--- src/ps2_sc_pkg.sv ---
package ps2_sc_pkg;

	// Special bytes of the keyboard stream.
	localparam logic [7:0] CODE_OVERRUN  = 8'h00;
	localparam logic [7:0] CODE_E0       = 8'hE0;
	localparam logic [7:0] CODE_E1       = 8'hE1;
	localparam logic [7:0] CODE_BREAK    = 8'hF0;
	localparam logic [7:0] CODE_SET1_ERR = 8'hFF;

	// Key codes that need special handling.
	localparam logic [7:0] CODE_PAUSE_BRK = 8'h7E;
	localparam logic [7:0] CODE_CTRL      = 8'h14;
	localparam logic [7:0] CODE_NUM_LOCK  = 8'h77;
	localparam logic [7:0] CODE_LALT      = 8'h11;
	localparam logic [7:0] CODE_LSHIFT    = 8'h12;
	localparam logic [7:0] CODE_RSHIFT    = 8'h59;
	localparam logic [7:0] CODE_LWIN      = 8'h1F;
	localparam logic [7:0] CODE_RWIN      = 8'h27;

	// Codes at or above this value fold back onto the table index.
	localparam logic [7:0] IDX_WRAP = 8'h90;

	// Lookup table columns.
	localparam logic [1:0] COL_DEFAULT = 2'd0;
	localparam logic [1:0] COL_E0      = 2'd1;
	localparam logic [1:0] COL_E1      = 2'd2;

	// Modifier mask bit positions.
	localparam int unsigned MOD_LSHIFT = 0;
	localparam int unsigned MOD_RSHIFT = 1;
	localparam int unsigned MOD_LCTRL  = 2;
	localparam int unsigned MOD_RCTRL  = 3;
	localparam int unsigned MOD_LALT   = 4;
	localparam int unsigned MOD_RALT   = 5;
	localparam int unsigned MOD_LWIN   = 6;
	localparam int unsigned MOD_RWIN   = 7;

	typedef struct packed {
		logic rel;
		logic e1;
		logic e0;
	} prefix_t;

	typedef struct packed {
		logic [7:0] set2_code;
		logic [1:0] lookup_column;
		logic       is_release;
		logic [7:0] modifier_mask;
		logic       num_lock_on;
		logic       num_led_update;
	} key_word_t;

	// Next state and result of decoding one byte.
	typedef struct packed {
		prefix_t    prefix;
		logic [7:0] mods;
		logic       num_lock;
		logic       emit;
		key_word_t  word;
	} dec_out_t;

	// Scan code set 1 to set 2 translation, indexed by the low seven bits.
	localparam logic [7:0] SET1_MAP [128] = '{
		8'h00, 8'h76, 8'h16, 8'h1e, 8'h26, 8'h25, 8'h2e, 8'h36,
		8'h3d, 8'h3e, 8'h46, 8'h45, 8'h4e, 8'h55, 8'h66, 8'h0d,
		8'h15, 8'h1d, 8'h24, 8'h2d, 8'h2c, 8'h35, 8'h3c, 8'h43,
		8'h44, 8'h4d, 8'h54, 8'h5b, 8'h5a, 8'h14, 8'h1c, 8'h1b,
		8'h23, 8'h2b, 8'h34, 8'h33, 8'h3b, 8'h42, 8'h4b, 8'h4c,
		8'h52, 8'h0e, 8'h12, 8'h5d, 8'h1a, 8'h22, 8'h21, 8'h2a,
		8'h32, 8'h31, 8'h3a, 8'h41, 8'h49, 8'h4a, 8'h59, 8'h7c,
		8'h11, 8'h29, 8'h58, 8'h05, 8'h06, 8'h04, 8'h0c, 8'h03,
		8'h0b, 8'h83, 8'h0a, 8'h01, 8'h09, 8'h77, 8'h7e, 8'h6c,
		8'h75, 8'h7d, 8'h7b, 8'h6b, 8'h73, 8'h74, 8'h79, 8'h69,
		8'h72, 8'h7a, 8'h70, 8'h71, 8'h84, 8'h60, 8'h61, 8'h78,
		8'h07, 8'h0f, 8'h17, 8'h1f, 8'h27, 8'h2f, 8'h37, 8'h3f,
		8'h47, 8'h4f, 8'h56, 8'h5e, 8'h08, 8'h10, 8'h18, 8'h20,
		8'h28, 8'h30, 8'h38, 8'h40, 8'h48, 8'h50, 8'h57, 8'h6f,
		8'h13, 8'h19, 8'h39, 8'h51, 8'h53, 8'h5c, 8'h5f, 8'h62,
		8'h63, 8'h64, 8'h65, 8'h67, 8'h68, 8'h6a, 8'h6d, 8'h6e
	};

endpackage

--- src/ps2_scancode_decoder.sv ---
// PS/2 keyboard scan code decoder.
// Input channel: one raw keyboard byte per word on raw_byte, moved by in_valid and
// in_ready. Output channel: one decoded key per word (set2_code, lookup_column,
// is_release, modifier_mask, num_lock_on, num_led_update), moved by out_valid and
// out_ready. Prefix bytes, overruns and the Break and Pause make bytes update the
// internal state but produce no output word.
// cfg_write_en with cfg_write_data selects set 1 input (1) or set 2 input (0); write
// it only while no word is in flight.
// A word accepted on the input is held in the input register, decoded and then held in
// the output register. Throughput is one word per cycle unless the receiver stalls;
// the state update is a single pass of table lookup and flag logic between the input
// register and the output register.
// Reset clears the prefix and modifier state, selects set 2 input and turns num lock
// on. When the receiver stalls, the output word holds; the input stage still drains
// words that produce no output, and otherwise in_ready drops until out_ready returns.
module ps2_scancode_decoder (
	input  logic       clk,
	input  logic       arst_n,
	input  logic       cfg_write_en,
	input  logic       cfg_write_data,
	input  logic       in_valid,
	output logic       in_ready,
	input  logic [7:0] raw_byte,
	output logic       out_valid,
	input  logic       out_ready,
	output logic [7:0] set2_code,
	output logic [1:0] lookup_column,
	output logic       is_release,
	output logic [7:0] modifier_mask,
	output logic       num_lock_on,
	output logic       num_led_update
);

	// Configuration.
	logic translate_q;

	// Input stage.
	logic       valid_s1;
	logic [7:0] byte_s1;

	// Decoder state carried from key to key.
	ps2_sc_pkg::prefix_t prefix_q;
	logic [7:0]          mods_q;
	logic                num_lock_q;

	// Output register.
	logic                  out_valid_q;
	ps2_sc_pkg::key_word_t word_q;

	ps2_sc_pkg::dec_out_t dec;
	logic                 out_free;
	logic                 s1_fire;

	ps2_sc_decode u_decode (
		.translate (translate_q),
		.raw       (byte_s1),
		.prefix    (prefix_q),
		.mods      (mods_q),
		.num_lock  (num_lock_q),
		.dec       (dec)
	);

	// The stage moves on when its word needs no output slot or one is free.
	assign out_free = !out_valid_q || out_ready;
	assign s1_fire  = valid_s1 && (out_free || !dec.emit);
	assign in_ready = !valid_s1 || s1_fire;

	always_ff @(posedge clk or negedge arst_n) begin
		if (!arst_n) begin
			translate_q <= 1'b0;
		end else if (cfg_write_en) begin
			translate_q <= cfg_write_data;
		end
	end

	always_ff @(posedge clk or negedge arst_n) begin
		if (!arst_n) begin
			valid_s1 <= 1'b0;
		end else if (in_ready) begin
			valid_s1 <= in_valid;
		end
	end

	always_ff @(posedge clk) begin
		if (in_ready && in_valid) begin
			byte_s1 <= raw_byte;
		end
	end

	always_ff @(posedge clk or negedge arst_n) begin
		if (!arst_n) begin
			prefix_q   <= '0;
			mods_q     <= '0;
			num_lock_q <= 1'b1;
		end else if (s1_fire) begin
			prefix_q   <= dec.prefix;
			mods_q     <= dec.mods;
			num_lock_q <= dec.num_lock;
		end
	end

	always_ff @(posedge clk or negedge arst_n) begin
		if (!arst_n) begin
			out_valid_q <= 1'b0;
		end else if (out_free) begin
			out_valid_q <= s1_fire && dec.emit;
		end
	end

	always_ff @(posedge clk) begin
		if (out_free && s1_fire && dec.emit) begin
			word_q <= dec.word;
		end
	end

	assign out_valid      = out_valid_q;
	assign set2_code      = word_q.set2_code;
	assign lookup_column  = word_q.lookup_column;
	assign is_release     = word_q.is_release;
	assign modifier_mask  = word_q.modifier_mask;
	assign num_lock_on    = word_q.num_lock_on;
	assign num_led_update = word_q.num_led_update;

endmodule

--- src/ps2_sc_decode.sv ---
module ps2_sc_decode (
	input  logic                 translate,
	input  logic [7:0]           raw,
	input  ps2_sc_pkg::prefix_t  prefix,
	input  logic [7:0]           mods,
	input  logic                 num_lock,
	output ps2_sc_pkg::dec_out_t dec
);

	function automatic logic [7:0] modifier_of(input logic [7:0] idx, input logic [1:0] col);
		logic [7:0] m;
		m = '0;
		if (col == ps2_sc_pkg::COL_DEFAULT) begin
			case (idx)
				ps2_sc_pkg::CODE_LSHIFT: m[ps2_sc_pkg::MOD_LSHIFT] = 1'b1;
				ps2_sc_pkg::CODE_RSHIFT: m[ps2_sc_pkg::MOD_RSHIFT] = 1'b1;
				ps2_sc_pkg::CODE_CTRL:   m[ps2_sc_pkg::MOD_LCTRL]  = 1'b1;
				ps2_sc_pkg::CODE_LALT:   m[ps2_sc_pkg::MOD_LALT]   = 1'b1;
				default:                 m = '0;
			endcase
		end else if (col == ps2_sc_pkg::COL_E0) begin
			case (idx)
				ps2_sc_pkg::CODE_CTRL: m[ps2_sc_pkg::MOD_RCTRL] = 1'b1;
				ps2_sc_pkg::CODE_LALT: m[ps2_sc_pkg::MOD_RALT]  = 1'b1;
				ps2_sc_pkg::CODE_LWIN: m[ps2_sc_pkg::MOD_LWIN]  = 1'b1;
				ps2_sc_pkg::CODE_RWIN: m[ps2_sc_pkg::MOD_RWIN]  = 1'b1;
				default:               m = '0;
			endcase
		end
		return m;
	endfunction

	logic                is_prefix_byte;
	logic                rel_in;
	logic [7:0]          code;
	logic [7:0]          idx;
	logic [1:0]          col;
	logic [7:0]          nflag;
	logic                toggle;
	logic                drop;
	ps2_sc_pkg::prefix_t pf;

	always_comb begin
		is_prefix_byte = (raw == ps2_sc_pkg::CODE_E0) || (raw == ps2_sc_pkg::CODE_E1);
		rel_in = translate && raw[7] && !is_prefix_byte;

		// Set 1 input: an error byte becomes an overrun, prefixes pass through.
		if (!translate || is_prefix_byte) begin
			code = raw;
		end else if (raw == ps2_sc_pkg::CODE_SET1_ERR) begin
			code = ps2_sc_pkg::CODE_OVERRUN;
		end else begin
			code = ps2_sc_pkg::SET1_MAP[raw[6:0]];
		end

		pf = prefix;
		pf.rel = prefix.rel | rel_in;

		idx = (code >= ps2_sc_pkg::IDX_WRAP) ? code - ps2_sc_pkg::IDX_WRAP : code;
		col = pf.e1 ? ps2_sc_pkg::COL_E1 : (pf.e0 ? ps2_sc_pkg::COL_E0 : ps2_sc_pkg::COL_DEFAULT);
		nflag = modifier_of(idx, col);
		toggle = (col == ps2_sc_pkg::COL_DEFAULT) && (idx == ps2_sc_pkg::CODE_NUM_LOCK) && !pf.rel;

		// Break and Pause make sequences leave no trace and keep the prefixes.
		drop = (pf.e0 && !pf.rel && code == ps2_sc_pkg::CODE_PAUSE_BRK) ||
			(pf.e1 && (code == ps2_sc_pkg::CODE_CTRL ||
				(code == ps2_sc_pkg::CODE_NUM_LOCK && !pf.rel)));

		dec.prefix   = pf;
		dec.mods     = mods;
		dec.num_lock = num_lock;
		dec.emit     = 1'b0;
		dec.word.set2_code      = code;
		dec.word.lookup_column  = col;
		dec.word.is_release     = pf.rel;
		dec.word.modifier_mask  = mods;
		dec.word.num_lock_on    = num_lock;
		dec.word.num_led_update = toggle;

		unique case (code)
			ps2_sc_pkg::CODE_OVERRUN: begin
				dec.prefix = '0;
				dec.mods   = '0;
			end
			ps2_sc_pkg::CODE_E0: dec.prefix.e0 = 1'b1;
			ps2_sc_pkg::CODE_E1: dec.prefix.e1 = 1'b1;
			ps2_sc_pkg::CODE_BREAK: dec.prefix.rel = 1'b1;
			default: begin
				if (!drop) begin
					dec.mods     = pf.rel ? (mods & ~nflag) : (mods | nflag);
					dec.num_lock = num_lock ^ toggle;
					dec.prefix   = '0;
					dec.emit     = 1'b1;
					dec.word.modifier_mask = dec.mods;
					dec.word.num_lock_on   = dec.num_lock;
				end
			end
		endcase
	end

endmodule

--- config.mk ---
export PLATFORM = sky130hd
export DESIGN_NAME = ps2_scancode_decoder
export DESIGN_NICKNAME = d
export VERILOG_FILES = /design/src/ps2_sc_pkg.sv /design/src/ps2_scancode_decoder.sv /design/src/ps2_sc_decode.sv
export SDC_FILE = /design/constraint.sdc
export NUM_CORES = 1
export LEC_CHECK = 0
export BUFFER_PORTS_ARGS = -buffer_cell sky130_fd_sc_hd__buf_2
export CORE_ASPECT_RATIO = 2
export CORE_MARGIN = 2
export CORE_UTILIZATION = 60
export CTS_BUF_LIST = sky130_fd_sc_hd__clkbuf_2
export DETAILED_ROUTE_END_ITERATION = 10
export PLACE_DENSITY = 0.79
export SYNTH_ARGS = -nofsm -noshare
export SYNTH_HDL_FRONTEND = slang
export SYNTH_SLANG_ARGS = --single-unit
--- constraint.sdc ---
create_clock -name clk -period 6.5 [get_ports clk]
set_clock_uncertainty 0.15 [all_clocks]
set_input_delay 1.3 -clock clk [delete_from_list [all_inputs] [get_ports clk]]
set_output_delay 1.3 -clock clk [all_outputs]
set_load 0.05 [all_outputs]
Word level (Yosys, flattened, before mapping)
Memories as Yosys holds them, arrays and structs flattened.
Cells that the tools add are included.
{"block": "word_totals", "regBits": 44, "latch_bits": 0, "mem_bits_rw": 0, "rom_bits": 1024, "in_bits": 14, "output_inout_bits": 23, "mem_count": 1}
{"block": "op_classes", "addsub": 1, "mul": 0, "div": 0, "n_lt_le_gt_ge": 2, "n_eq_ne": 20, "n_shift": 0, "n_mux": 24, "bitwise": 11, "reduce_logical": 37}
{"name": "(name not given)", "depth": 128, "width": 8, "read_ports": 1, "rd_ports_with_merged_regs": 0, "write_ports": 0, "line": "ps2_sc_decode.sv:53", "source": "code = ps2_sc_pkg::SET1_MAP[raw[6:0]];"}
{"op": "2-to-1 mux 8 bit", "n": 8}
{"op": "equality test 8 bit (second input constant)", "n": 6}
{"op": "equality test 8 x 5 -> 1 bit (second input constant)", "n": 5}
{"op": "equality test 8 x 7 -> 1 bit (second input constant)", "n": 4}
{"op": "2-to-1 mux 9 bit", "n": 2}
{"op": "greater-or-equal comparator 8 bit (second input constant)", "n": 2}
{"op": "case mux 8 bit (2 select lines)", "n": 1}
{"op": "logical AND 1 bit", "n": 13}
{"op": "2-to-1 mux 13 bit", "n": 1}
{"op": "AND reduction 3 bit", "n": 4}
{"op": "case mux 1 bit (3 select lines)", "n": 3}
{"op": "bitwise AND 8 bit", "n": 1}
{"op": "equality test 8 x 6 -> 1 bit (second input constant)", "n": 1}
{"op": "zero test 8 bit", "n": 1}
{"op": "2-to-1 mux 1 bit", "n": 8}
{"op": "NOT 7 -> 8 bit", "n": 1}
{"op": "NOT 8 bit", "n": 1}
{"op": "OR 8 bit", "n": 1}
{"op": "subtractor 8 bit (second input constant)", "n": 1}
{"op": "logical OR 1 bit", "n": 7}
{"op": "zero test 1 bit", "n": 6}
{"op": "!= test 3 bit (second input constant)", "n": 2}
{"op": "OR reduction 2 bit", "n": 3}
{"op": "NOT 1 bit", "n": 5}
{"op": "8 further kinds", "n": 8}

Longest topological paths before layout
Gate-level depths: netlist (run 1).
{"block": "logic_depth", "depth_word": 22, "ltp_mapped": 20, "depth_no_buf": 17}

Cells and area by module
From an unflattened synthesis (run 1), not the netlist that was laid out.
{"block": "hier_totals", "hier_cells": 471, "area_unflattened_um2": 4086.4}
{"module": "ps2_sc_decode", "n_inst": 1, "cells_each": 363, "area_per_inst_um2": 2367.3, "seq_area_each_um2": 0.0}
{"module": "ps2_scancode_decoder", "n_inst": 1, "cells_each": 108, "area_per_inst_um2": 1719.1, "seq_area_each_um2": 1247.4}

Worst setup path after synthesis (run 1)
Ideal clock, no wire load.
{"block": "synth_timing", "path_kind": "reg2out", "startpoint": "register byte_s1[0]", "endpoint": "output port in_ready", "t_arrival_ps": 4039, "slack_ps": 1011, "stages_incl_launch_ff": 16, "path_buffers": 2, "cell_sequence": "edfxtp_1 > clkbuf_1 > inv_1 > ha_1 > clkbuf_1 > o21a_1 > a311o_1 > a31o_2 > o2111ai_1 > nand2_1 > ha_1 > and3_1 > o21ai_0 > a21boi_1 > or3_1 > or3_1"}
{"element": "start: declaration", "line": "ps2_scancode_decoder.sv:39", "source": "logic [7:0] byte_s1;"}
{"element": "start signal: assignment", "line": "ps2_scancode_decoder.sv:86", "source": "byte_s1 <= raw_byte;"}
{"element": "end: declaration", "line": "ps2_scancode_decoder.sv:22", "source": "output logic in_ready,"}

==> flow_metrics.py, run 1 <==
metrics = {
    "final_layout": {
        "nets": 501,
        "final_area_mm2": 0.004258,
        "area_delta_synth_final_pct": 7.282,
        "utilization_pct": 65.34,
        "drive_gt1_share_pct": 20.13,
        "diodes": 0,
        "instances_no_fill": 560,
        "nFillCells": 583,
    },
    "pwr": {
        "p_leak_nw": 1.686,
        "ir_drop_mv": 0.1852,
        "power.total_mw": 0.9322,
        "powerDensity_mw_per_mm2": 218.9,
    },
    "clock_network": {
        "root_buffer": "clkbuf_2",
        "cts_sinks": 44,
        "hold_buffers": 0,
        "path_clk_slew_ns": 0.22,
        "clock_latency_ns": 0.41,
        "cts_tree": "yes",
        "cts_buffer_depth": 2,
        "cts-buffers-inserted": 5,
        "htree_levels": 2,
    },
    "floorplanning": {
        "num_rows": 42,
        "fp.dieW_um": 61.51,
        "floorplan.die_area_mm2": 0.007321,
        "die_h_um": 119.0,
        "core_area_mm2": 0.006516,
        "initial_utilization_pct": 60.91,
        "boundaryPins": 37,
    },
    "yosys": {
        "synth_cells": 446,
        "synth_warnings": 0,
        "syn_area_mm2": 0.003969,
        "yosys.area.top_type_share_pct": 21.94,
        "ys_ff_latch": 44,
        "syn_nets": 476,
        "synth.top_cells.by_count": "nand2_1 (35), edfxtp_1 (29), inv_1 (25), nor2_1 (25), a21oi_1 (24)",
        "synth_most_common_cell": "nand2_1",
        "synth_top_area_cell": "edfxtp_1",
        "ys.flop_type": "edfxtp_1",
        "synth_edf_count": 29,
        "synthTopCellsByArea": "edfxtp_1 (22%), dfrtp_1 (8.8%), ha_1 (5.0%), nand2_1 (3.3%), a21oi_1 (3.0%)",
        "synthArstFlopShare_pct": 34.09,
        "synth.distinct_cells": 85,
        "synth_area_per_cell_um2": 8.899,
        "ys_seq_area_share_pct": 31.43,
    },
    "timing": {
        "tightest_slew_ns": 0.7284,
        "setup_viol_count_final": 0,
        "grt_setup_unrepaired": "no",
        "finalMaxSlewViolations": 0,
        "fmax_mhz": 164.3,
        "final-hold-violation-count": 0,
        "tns_ns": 0,
        "layout_min_cycle_time_ns": 6.086,
        "fin_crit_sh_pct": 93.63,
        "relSlewSlack_pct": 51.07,
    },
    "placed_design": {
        "placed_area_mm2": 0.004139,
        "gp_congestion": 0.9601,
        "placed_cells": 546,
        "numPortBuffers": 36,
        "dp_hpwl_um": 7296,
    },
    "global_routing": {
        "use_met2_pct": 41.38,
        "grt_usage_pct": 29.06,
        "grt_max_degree": 55,
        "gr-max-usage-layer": "met1",
        "grt_pass1_vias": 3234,
        "antenna_found_initial": 0,
        "use_met1_pct": 44.64,
        "grt_pass1_wl_um": 16350,
        "met3_usage_pct": 2.932,
        "grt.overflow.total": 0,
    },
    "hold_path": {
        "holdPathEnd": "num_lock_q",
        "hp-start": "num_lock_q",
        "hold_depth": 1,
        "hold_class": "reg -> reg",
    },
    "drt": {
        "vias": 3729,
        "ant_nets": 0,
        "drtIter0Drc": 429,
        "viasPerCell": 6.659,
        "wirelength_um": 10370,
        "wire_per_inst_um": 18.52,
        "route.detailed.drc": 0,
        "drtPass1Iterations": 5,
    },
    "worst_setup_path": {
        "crit_path_max_incr_delay_ns": 0.59,
        "critPathBufInv": 3,
        "rrSetupSlack_ns": 1.64,
        "critPathMaxFanout": 10,
        "crit_arrival_ns": 4.64,
        "start_kind": "flip-flop",
        "worstPathRequired_ns": 5.05,
        "regToRegStartpoint": "byte_s1[0]",
        "criticalPathCategory": "reg -> out",
        "critPathCaptureType": "primary output",
        "r2r_end": "modifier_mask[6]",
        "cp_cell_sequence": "inv_1 -> ha_2 -> nor2_1 -> o41ai_4 -> a41oi_4 -> o211a_1 -> a31oi_1 -> inv_1 -> ha_1 -> and3_1 -> o21ai_0 -> a21boi_1 -> or3_1 -> or3_1 -> buf_2",
        "cpMaxStageDelayCell": "edfxtp_1",
        "reg2reg_depth": 15,
        "crit_family": "compound AO/OA/AOI/OAI gates",
    },
    "run": {
        "cap_violations": 0,
    },
    "run_status": {
        "status": "finished, final reports clean",
    },
}
registers in the layout (all words and copies together), names as in the netlist:
| register | cells |
|---|---|
| set2_code | 8 |
| num_lock_on | 1 |
| out_valid | 1 |
| prefix_q | 3 |
| num_lock_q | 1 |
| mods_q | 8 |
| byte_s1 | 8 |
| translate_q | 1 |
| is_release | 1 |
| valid_s1 | 1 |
| num_led_update | 1 |
| modifier_mask | 8 |
| lookup_column | 2 |
layer usage:
layer  wire, um  up-vias
li1           -     1748
met1       4464     1747
met2       4763      201
met3        751       33
met4        393        0
met5          0        -
cell families (layout without fill, tap and decap cells):
| logic type | Yosys count | in the layout | synth area share, % |
|---|---|---|---|
| multiplexers | 19 | 19 | 5.958 |
| adder cells (fa/ha/maj) | 16 | 16 | 5.044 |
| AND/OR/NAND/NOR | 175 | 175 | 24.37 |
| XOR/XNOR | 3 | 3 | 0.6622 |
| buffers and inverters | 62 | 88 | 7.535 |
| AO/OA/AOI/OAI | 127 | 127 | 25.00 |
| flip-flops | 44 | 44 | 31.43 |
stage by stage:
stage	setup slack (ns)	hold WS, ns
after floorplan	1.011	0.3260
after global placement	0.8377	0.3311
after detailed placement	0.7099	0.3461
after CTS	0.1830	0.3722
after global routing	0.04723	0.3966
final	0.4142	0.3710
final cells by class:
class                   count  area, um2  share of cell area (%)
repair buffers             51      292.8                   6.876
well taps                  88      110.1                   2.586
clock buffers               5      25.02                  0.5877
multi-input cells         340       2425                   56.95
inverters                  29      111.4                   2.615
flip-flops and latches     44       1247                   29.30
clock inverters             3      46.29                   1.087
what timing repair did:
action,in CTS,in global routing
hold endpoints to repair,0,0
endpoints found under the setup margin,0,1
resized for setup,0,1
setup buffers,0,6
where the power goes:
part	internal (mW)	switching [mW]	leakage, nW
clock	0.0663	0.0933	0.0396
sequential	0.349	0.0227	0.474
combinational	0.124	0.277	1.17
worst register-to-register path: cells and delay by family (launching register included):
family                   cells  cell delay, ns
AO/OA/AOI/OAI                6            1.32
adder cells (fa/ha/maj)      2            0.68
buffers and inverters        3            0.46
flip-flops                   1            0.60
multiplexers                 1            0.40
AND/OR/NAND/NOR              3            1.06
how the worst max path moves through the flow:
stage                     endpoint       start  depth (start not counted)  slack [ns]
after floorplan           in_ready  byte_s1[0]                         15        1.01
after global placement    in_ready  byte_s1[1]                         15        0.84
after detailed placement  in_ready  byte_s1[1]                         15        0.71
after CTS                 in_ready  byte_s1[1]                         15        0.18
after global routing      in_ready  byte_s1[0]                         15        0.05
final                     in_ready  byte_s1[0]                         15        0.41
layout by cell type (no fill, tap or decap), types with 4 or more instances in the layout:
cell type,n
inv_1,25
buf_4,15
a21oi_1,24
ha_1,15
o2111ai_1,4
nand2_1,35
o31ai_1,5
and4_1,4
nor4_1,11
a22oi_1,4
o211ai_1,9
a211oi_1,5
o21a_1,4
nand4_1,6
nor2b_1,13
nand3_1,18
nor2_1,25
mux2i_1,9
clkbuf_2,5
nand2b_1,17
edfxtp_1,29
a31oi_1,5
o21ai_0,17
mux2_2,7
nor4b_1,6
a221o_1,6
nor3_1,10
buf_2,36
dfrtp_1,14
Note: power is estimated with default switching activity, not from simulation.
==> inputs of run 2 (changes only) <==
--- a/config.mk
+++ b/config.mk
@@ -6,7 +6,6 @@
 export NUM_CORES = 1
 export LEC_CHECK = 0
 export BUFFER_PORTS_ARGS = -buffer_cell sky130_fd_sc_hd__buf_2
-export CORE_ASPECT_RATIO = 2
 export CORE_MARGIN = 2
 export CORE_UTILIZATION = 60
 export CTS_BUF_LIST = sky130_fd_sc_hd__clkbuf_2
==> run 2 against run 1 <==
  * Via count grew 2.3%
  * Final cell count shrank 1.6%
  * First-iteration DRC count grew 30%
  * Core utilization grew 1.5 points
  * Critical path depth grew 1
  * Global-route usage grew 1.2 points
  * Routed wire length grew 5.9%
  * Power grew 1.5%
  * Largest cell class unchanged
==> flow_metrics.py, run 2 (same netlist as run 1, synthesis figures left out) <==
metrics = {
    "run_status": {
        "status": "finished, final reports clean",
    },
    "drt": {
        "ant_nets": 0,
        "viasPerCell": 6.924,
        "route.detailed.drc": 0,
        "vias": 3815,
        "wirelength_um": 10980,
        "drtIter0Drc": 559,
        "wire_per_inst_um": 19.93,
        "drtPass1Iterations": 6,
    },
    "worst_setup_path": {
        "rrSetupSlack_ns": 1.26,
        "cp.depth": 16,
        "crit_path_max_incr_delay_ns": 0.43,
        "reg2reg_depth": 16,
        "critPathBufInv": 4,
        "crit_end": "in_ready",
        "start_kind": "flip-flop",
        "criticalPathCategory": "reg -> out",
        "critPathMaxFanout": 16,
        "cp_cell_sequence": "buf_4 -> inv_1 -> ha_2 -> nor2_1 -> o41ai_4 -> buf_4 -> a41oi_4 -> a41oi_1 -> nand2_1 -> ha_1 -> and3_1 -> o21ai_0 -> a21boi_1 -> or3_1 -> or3_1 -> buf_2",
        "crit_family": "simple AND/OR/NAND/NOR gates",
        "cpMaxStageDelayCell": "edfxtp_1",
        "cp-startpoint": "byte_s1[1]",
        "critPathCaptureType": "primary output",
        "regToRegStartpoint": "byte_s1[1]",
        "r2r_end": "set2_code[2]",
        "crit_arrival_ns": 4.76,
        "worstPathRequired_ns": 5.05,
    },
    "pwr": {
        "ir_drop_mv": 0.1905,
        "p_sw_mw": 0.4041,
        "sequentialPowerShare_pct": 39.5,
        "p_leak_nw": 1.692,
        "power.total_mw": 0.9459,
        "p_int_mw": 0.5418,
        "clkPwrFrac_pct": 17.1,
        "powerDensity_mw_per_mm2": 221.5,
        "p_sw_share_pct": 42.73,
        "pwr-share-comb_pct": 43.3,
    },
    "final_layout": {
        "mostFrequentLayoutCell": "buf_2",
        "drive_gt1_share_pct": 21.10,
        "multiInputGateArea_mm2": 0.002436,
        "nFillCells": 536,
        "register_area_mm2": 0.001247,
        "final_area_mm2": 0.004270,
        "area_delta_synth_final_pct": 7.598,
        "utilization_pct": 66.87,
        "diodes": 0,
        "instances_no_fill": 551,
        "mostFrequentLayoutCells": "buf_2 (36), nand2_1 (35), edfxtp_1 (29)",
        "nets": 503,
    },
    "clock_network": {
        "cts_buffer_depth": 2,
        "clock_latency_ns": 0.43,
        "cts_tree": "yes",
        "hold_buffers": 0,
        "cts-buffers-inserted": 5,
        "path_clk_slew_ns": 0.22,
        "htree_levels": 2,
        "cts_sinks": 44,
        "root_buffer": "clkbuf_2",
    },
    "timing": {
        "setup_viol_count_final": 0,
        "layout_min_cycle_time_ns": 6.215,
        "relSlewSlack_pct": 28.79,
        "fin_crit_sh_pct": 95.61,
        "final-hold-violation-count": 0,
        "tightest_slew_ns": 1.067,
        "finalMaxSlewViolations": 0,
        "fin_ws_ns": 0.2853,
        "fmax_mhz": 160.9,
    },
    "floorplanning": {
        "fp.dieW_um": 85.33,
        "boundaryPins": 37,
        "num_rows": 29,
        "core_area_mm2": 0.006386,
        "floorplan.die_area_mm2": 0.007281,
        "die_h_um": 85.33,
        "initial_utilization_pct": 62.15,
    },
    "global_routing": {
        "grt_pass1_vias": 3482,
        "grt_pass1_wl_um": 17580,
        "grt_max_degree": 41,
        "grt_usage_pct": 30.28,
        "grt.overflow.total": 0,
        "antenna_found_initial": 0,
    },
    "placed_design": {
        "gp_congestion": 0.9877,
        "placed_area_mm2": 0.004135,
        "placed_cells": 536,
        "dp_hpwl_um": 7788,
        "numPortBuffers": 36,
        "pre_cts_ws_ns": 0.6605,
    },
    "hold_path": {
        "hold_class": "reg -> reg",
    },
    "run": {
        "cap_violations": 0,
    },
}
-- run 2: cell count changes in the layout (fill, tap and decap cells not counted) --
cell | before | now
ha_2 | 1 | 2
nor2_2 | 1 | 2
a31oi_1 | 5 | 4
nor2_1 | 25 | 24
a31oi_2 | 0 | 1
ha_1 | 15 | 14
buf_4 | 15 | 17
-- run 2: how the worst min path moves through the flow --
stage                     startpoint          to  slack, ns  depth (start not counted)
final                     num_lock_q  num_lock_q       0.36                          1
after CTS                 num_lock_q  num_lock_q       0.36                          1
after global placement    num_lock_q  num_lock_q       0.33                          1
after detailed placement  num_lock_q  num_lock_q       0.34                          1
after floorplan           num_lock_q  num_lock_q       0.33                          1
after global routing      num_lock_q  num_lock_q       0.39                          1
-- run 2: what timing repair did --
item | CTS | global route
setup buffers | 0 | 7
endpoints found under the setup margin | 0 | 1
resized for setup | 0 | 3
-- run 2: cell type report --
cell class,count,share of cell area [%]
clock buffer,5,0.5860
clock inverter,3,1.084
inverter,29,2.608
multi-input combinational,340,57.05
sequential,44,29.21
tap,77,2.256
timing repair buffer,53,7.208
-- run 2: power groups by stage --
stage / sequential, mW / clock, mW / combinational [mW]
final: 0.374 / 0.162 / 0.410
after global routing: 0.378 / 0.177 / 0.438
after CTS: 0.374 / 0.166 / 0.393
after detailed placement: 0.380 / 0 / 0.390
after global placement: 0.378 / 0 / 0.385
after floorplan: 0.444 / 0 / 0.239
-- run 2: metal layers --
layer / share of wire [%] / vias up / GRT usage, %
met1: 42 / 1750 / 44.87
met2: 44 / 278 / 45.17
li1: - / 1749 / -
met3: 11 / 38 / 5.642
met4: 2.8 / 0 / 8.947
met5: 0 / - / 0
-- run 2: per-stage QoR --
stage / setup TNS, ns / hold WS, ns
2_1_floorplan: 0 / 0.3260
3_3_place_gp: 0 / 0.3322
3_5_place_dp: 0 / 0.3366
4_1_cts: 0 / 0.3627
5_1_grt: -0.02206 / 0.3877
6_report: 0 / 0.3604
==> inputs of run 3 (changes only) <==
--- a/config.mk
+++ b/config.mk
@@ -10,6 +10,7 @@
 export CORE_UTILIZATION = 60
 export CTS_BUF_LIST = sky130_fd_sc_hd__clkbuf_2
 export DETAILED_ROUTE_END_ITERATION = 10
+export HOLD_SLACK_MARGIN = 0.06
 export PLACE_DENSITY = 0.79
 export SYNTH_ARGS = -nofsm -noshare
 export SYNTH_HDL_FRONTEND = slang
==> constraint.sdc (replaced) <==
create_clock -name clk -period 7.9 [get_ports clk]
set_clock_uncertainty 0.15 [all_clocks]
set_input_delay 1.58 -clock clk [delete_from_list [all_inputs] [get_ports clk]]
set_output_delay 1.58 -clock clk [all_outputs]
set_load 0.05 [all_outputs]
==> run 3 against run 2 <==
  * Register-to-register slack gained 1.0 ns
  * Final cell count shrank 2.4%
  * Clock power shrank 17%
  * Cell area shrank 2.6%
  * Via count shrank 1.5%
  * Core utilization shrank 1.7 points
  * Combinational power shrank 22%
  * Die area is the same
  * Power shrank 18%
  * Worst hold slack gained 0.0024 ns
  * Largest power group unchanged
  * Non-clock buffer count shrank 13
  * Routed wire length grew 4.7%
==> flow_metrics.py, run 3 (same netlist as run 1, synthesis figures left out) <==
metrics = {
    "global_routing": {
        "grt_usage_pct": 32.83,
        "grt_pass1_vias": 3509,
        "grt_max_degree": 46,
        "antenna_found_initial": 0,
        "grt_pass1_wl_um": 18740,
        "grt.overflow.total": 0,
    },
    "final_layout": {
        "utilization_pct": 65.15,
        "area_delta_synth_final_pct": 4.823,
        "mostFrequentLayoutCells": "buf_2 (36), nand2_1 (35), edfxtp_1 (29)",
        "instances_no_fill": 538,
        "diodes": 0,
        "nFillCells": 533,
        "mostFrequentLayoutCell": "buf_2",
        "multiInputGateArea_mm2": 0.002425,
        "register_area_mm2": 0.001247,
        "nets": 490,
        "drive_gt1_share_pct": 18.22,
    },
    "pwr": {
        "ir_drop_mv": 0.1458,
        "p_int_mw": 0.4400,
        "p_sw_mw": 0.3333,
        "powerDensity_mw_per_mm2": 185.9,
        "power.total_mw": 0.7733,
        "pwr-share-comb_pct": 41.6,
        "clkPwrFrac_pct": 17.4,
        "p_leak_nw": 1.638,
        "p_sw_share_pct": 43.10,
        "sequentialPowerShare_pct": 41.1,
    },
    "worst_setup_path": {
        "cp_cell_sequence": "inv_1 -> ha_1 -> o21a_1 -> a311o_1 -> a31o_2 -> o2111ai_1 -> nand2_1 -> ha_1 -> and3_1 -> o21ai_0 -> a21boi_1 -> or3_1 -> or3_1 -> buf_2",
        "crit_arrival_ns": 5.33,
        "critPathBufInv": 2,
        "cp-startpoint": "byte_s1[0]",
        "cpMaxStageDelayCell": "edfxtp_1",
        "criticalPathCategory": "reg -> out",
        "regToRegStartpoint": "byte_s1[0]",
        "critPathCaptureType": "primary output",
        "start_kind": "flip-flop",
        "crit_path_max_incr_delay_ns": 0.83,
        "crit_family": "simple AND/OR/NAND/NOR gates",
        "critPathMaxFanout": 17,
        "worstPathRequired_ns": 6.17,
    },
    "placed_design": {
        "numPortBuffers": 36,
        "placed_cells": 530,
        "gp_congestion": 0.9658,
        "dp_hpwl_um": 8351,
    },
    "clock_network": {
        "root_buffer": "clkbuf_2",
        "cts-buffers-inserted": 5,
        "path_clk_slew_ns": 0.24,
        "cts_sinks": 44,
        "ctsResizeCount": 0,
        "cts_tree": "yes",
        "cts_buffer_depth": 2,
        "htree_levels": 2,
        "clock_latency_ns": 0.44,
        "hold_buffers": 0,
        "post-cts-setup-buffer-count": 0,
    },
    "timing": {
        "relSlewSlack_pct": 31.31,
        "layout_min_cycle_time_ns": 7.063,
        "tightest_slew_ns": 1.029,
        "setup_viol_count_final": 0,
        "worst_hold_slack_ns": 0.3628,
        "fin_crit_sh_pct": 89.40,
        "grt_setup_unrepaired": "no",
        "tns_ns": 0,
        "final-hold-violation-count": 0,
        "finalMaxSlewViolations": 0,
        "fmax_mhz": 141.6,
    },
    "drt": {
        "vias": 3756,
        "ant_nets": 0,
        "drtIter0Drc": 479,
        "route.detailed.drc": 0,
        "wirelength_um": 11500,
        "viasPerCell": 6.981,
        "wire_per_inst_um": 21.37,
        "drtPass1Iterations": 5,
    },
    "floorplanning": {
        "core_area_mm2": 0.006386,
        "floorplan.die_area_mm2": 0.007281,
        "initial_utilization_pct": 62.15,
        "die_h_um": 85.33,
        "fp.dieW_um": 85.33,
        "num_rows": 29,
        "boundaryPins": 37,
    },
    "hold_path": {
        "hp-start": "num_lock_q",
        "hold_class": "reg -> reg",
    },
    "run": {
        "cap_violations": 0,
    },
    "run_status": {
        "status": "finished, final reports clean",
    },
}
## run 3: cell types whose count changed in the layout (fill, tap and decap cells not counted)
| cell | change |
|---|---|
| buf_4 | -13 |
| a31oi_2 | -1 |
| a31oi_1 | +1 |
| clkinvlp_4 | -1 |
| ha_2 | -2 |
| inv_4 | +1 |
| ha_1 | +2 |
## run 3: worst paths after layout
| path | endpoint | slack, ns | cells after the start |
|---|---|---|---|
| max | in_ready | 0.84 | 14 |
| min | num_lock_q | 0.36 | 1 |
| max reg2reg | set2_code[5] | 2.30 | 13 |
| min reg2reg | num_lock_q | 0.36 | 1 |
| max in group asynchronous | num_lock_q | 6.45 | 1 |
| min in group asynchronous | mods_q[3] | 0.83 | 1 |
## run 3: power groups by stage
stage | clock [mW] | sequential (mW) | combinational [mW]
global placement | 0 | 0.319 | 0.311
global route | 0.144 | 0.321 | 0.347
finish | 0.134 | 0.318 | 0.321
CTS | 0.136 | 0.316 | 0.315
floorplan | 0 | 0.365 | 0.197
detailed placement | 0 | 0.321 | 0.314
## run 3: worst reg2reg max path: cells and delay by family, from the launching register on
kind | cells | cell delay (ns)
adders and majority gates | 2 | 0.85
and+or+nand+nor | 4 | 1.92
AOI/OAI and AO/OA | 6 | 1.22
buffers and inverters | 1 | 0.29
DFF | 1 | 0.83
## run 3: per-layer routing
metal	global-route usage (%)	vias to the layer above	part of all wire, %
li1	-	1721	-
met1	50.09	1773	43
met3	8.171	31	11
met5	0	-	0
met4	10.39	0	2.5
met2	45.53	231	44
## run 3: per-stage QoR
step                cell area, um2  setup WS (ns)
global placement              4090          1.702
CTS                           4160         0.9382
detailed placement            4090          1.464
finish                        4160         0.8371
global route                  4160         0.3787
floorplan                     3969          2.131
## run 3: layout make-up
| type | instances | area share [%] |
|---|---|---|
| repair buffers | 40 | 5.053 |
| multi-input cells | 340 | 58.29 |
| inverters | 29 | 2.677 |
| clock buffers | 5 | 0.6015 |
| flip-flops and latches | 44 | 29.99 |
| well taps | 77 | 2.316 |
| clock inverters | 3 | 1.083 |
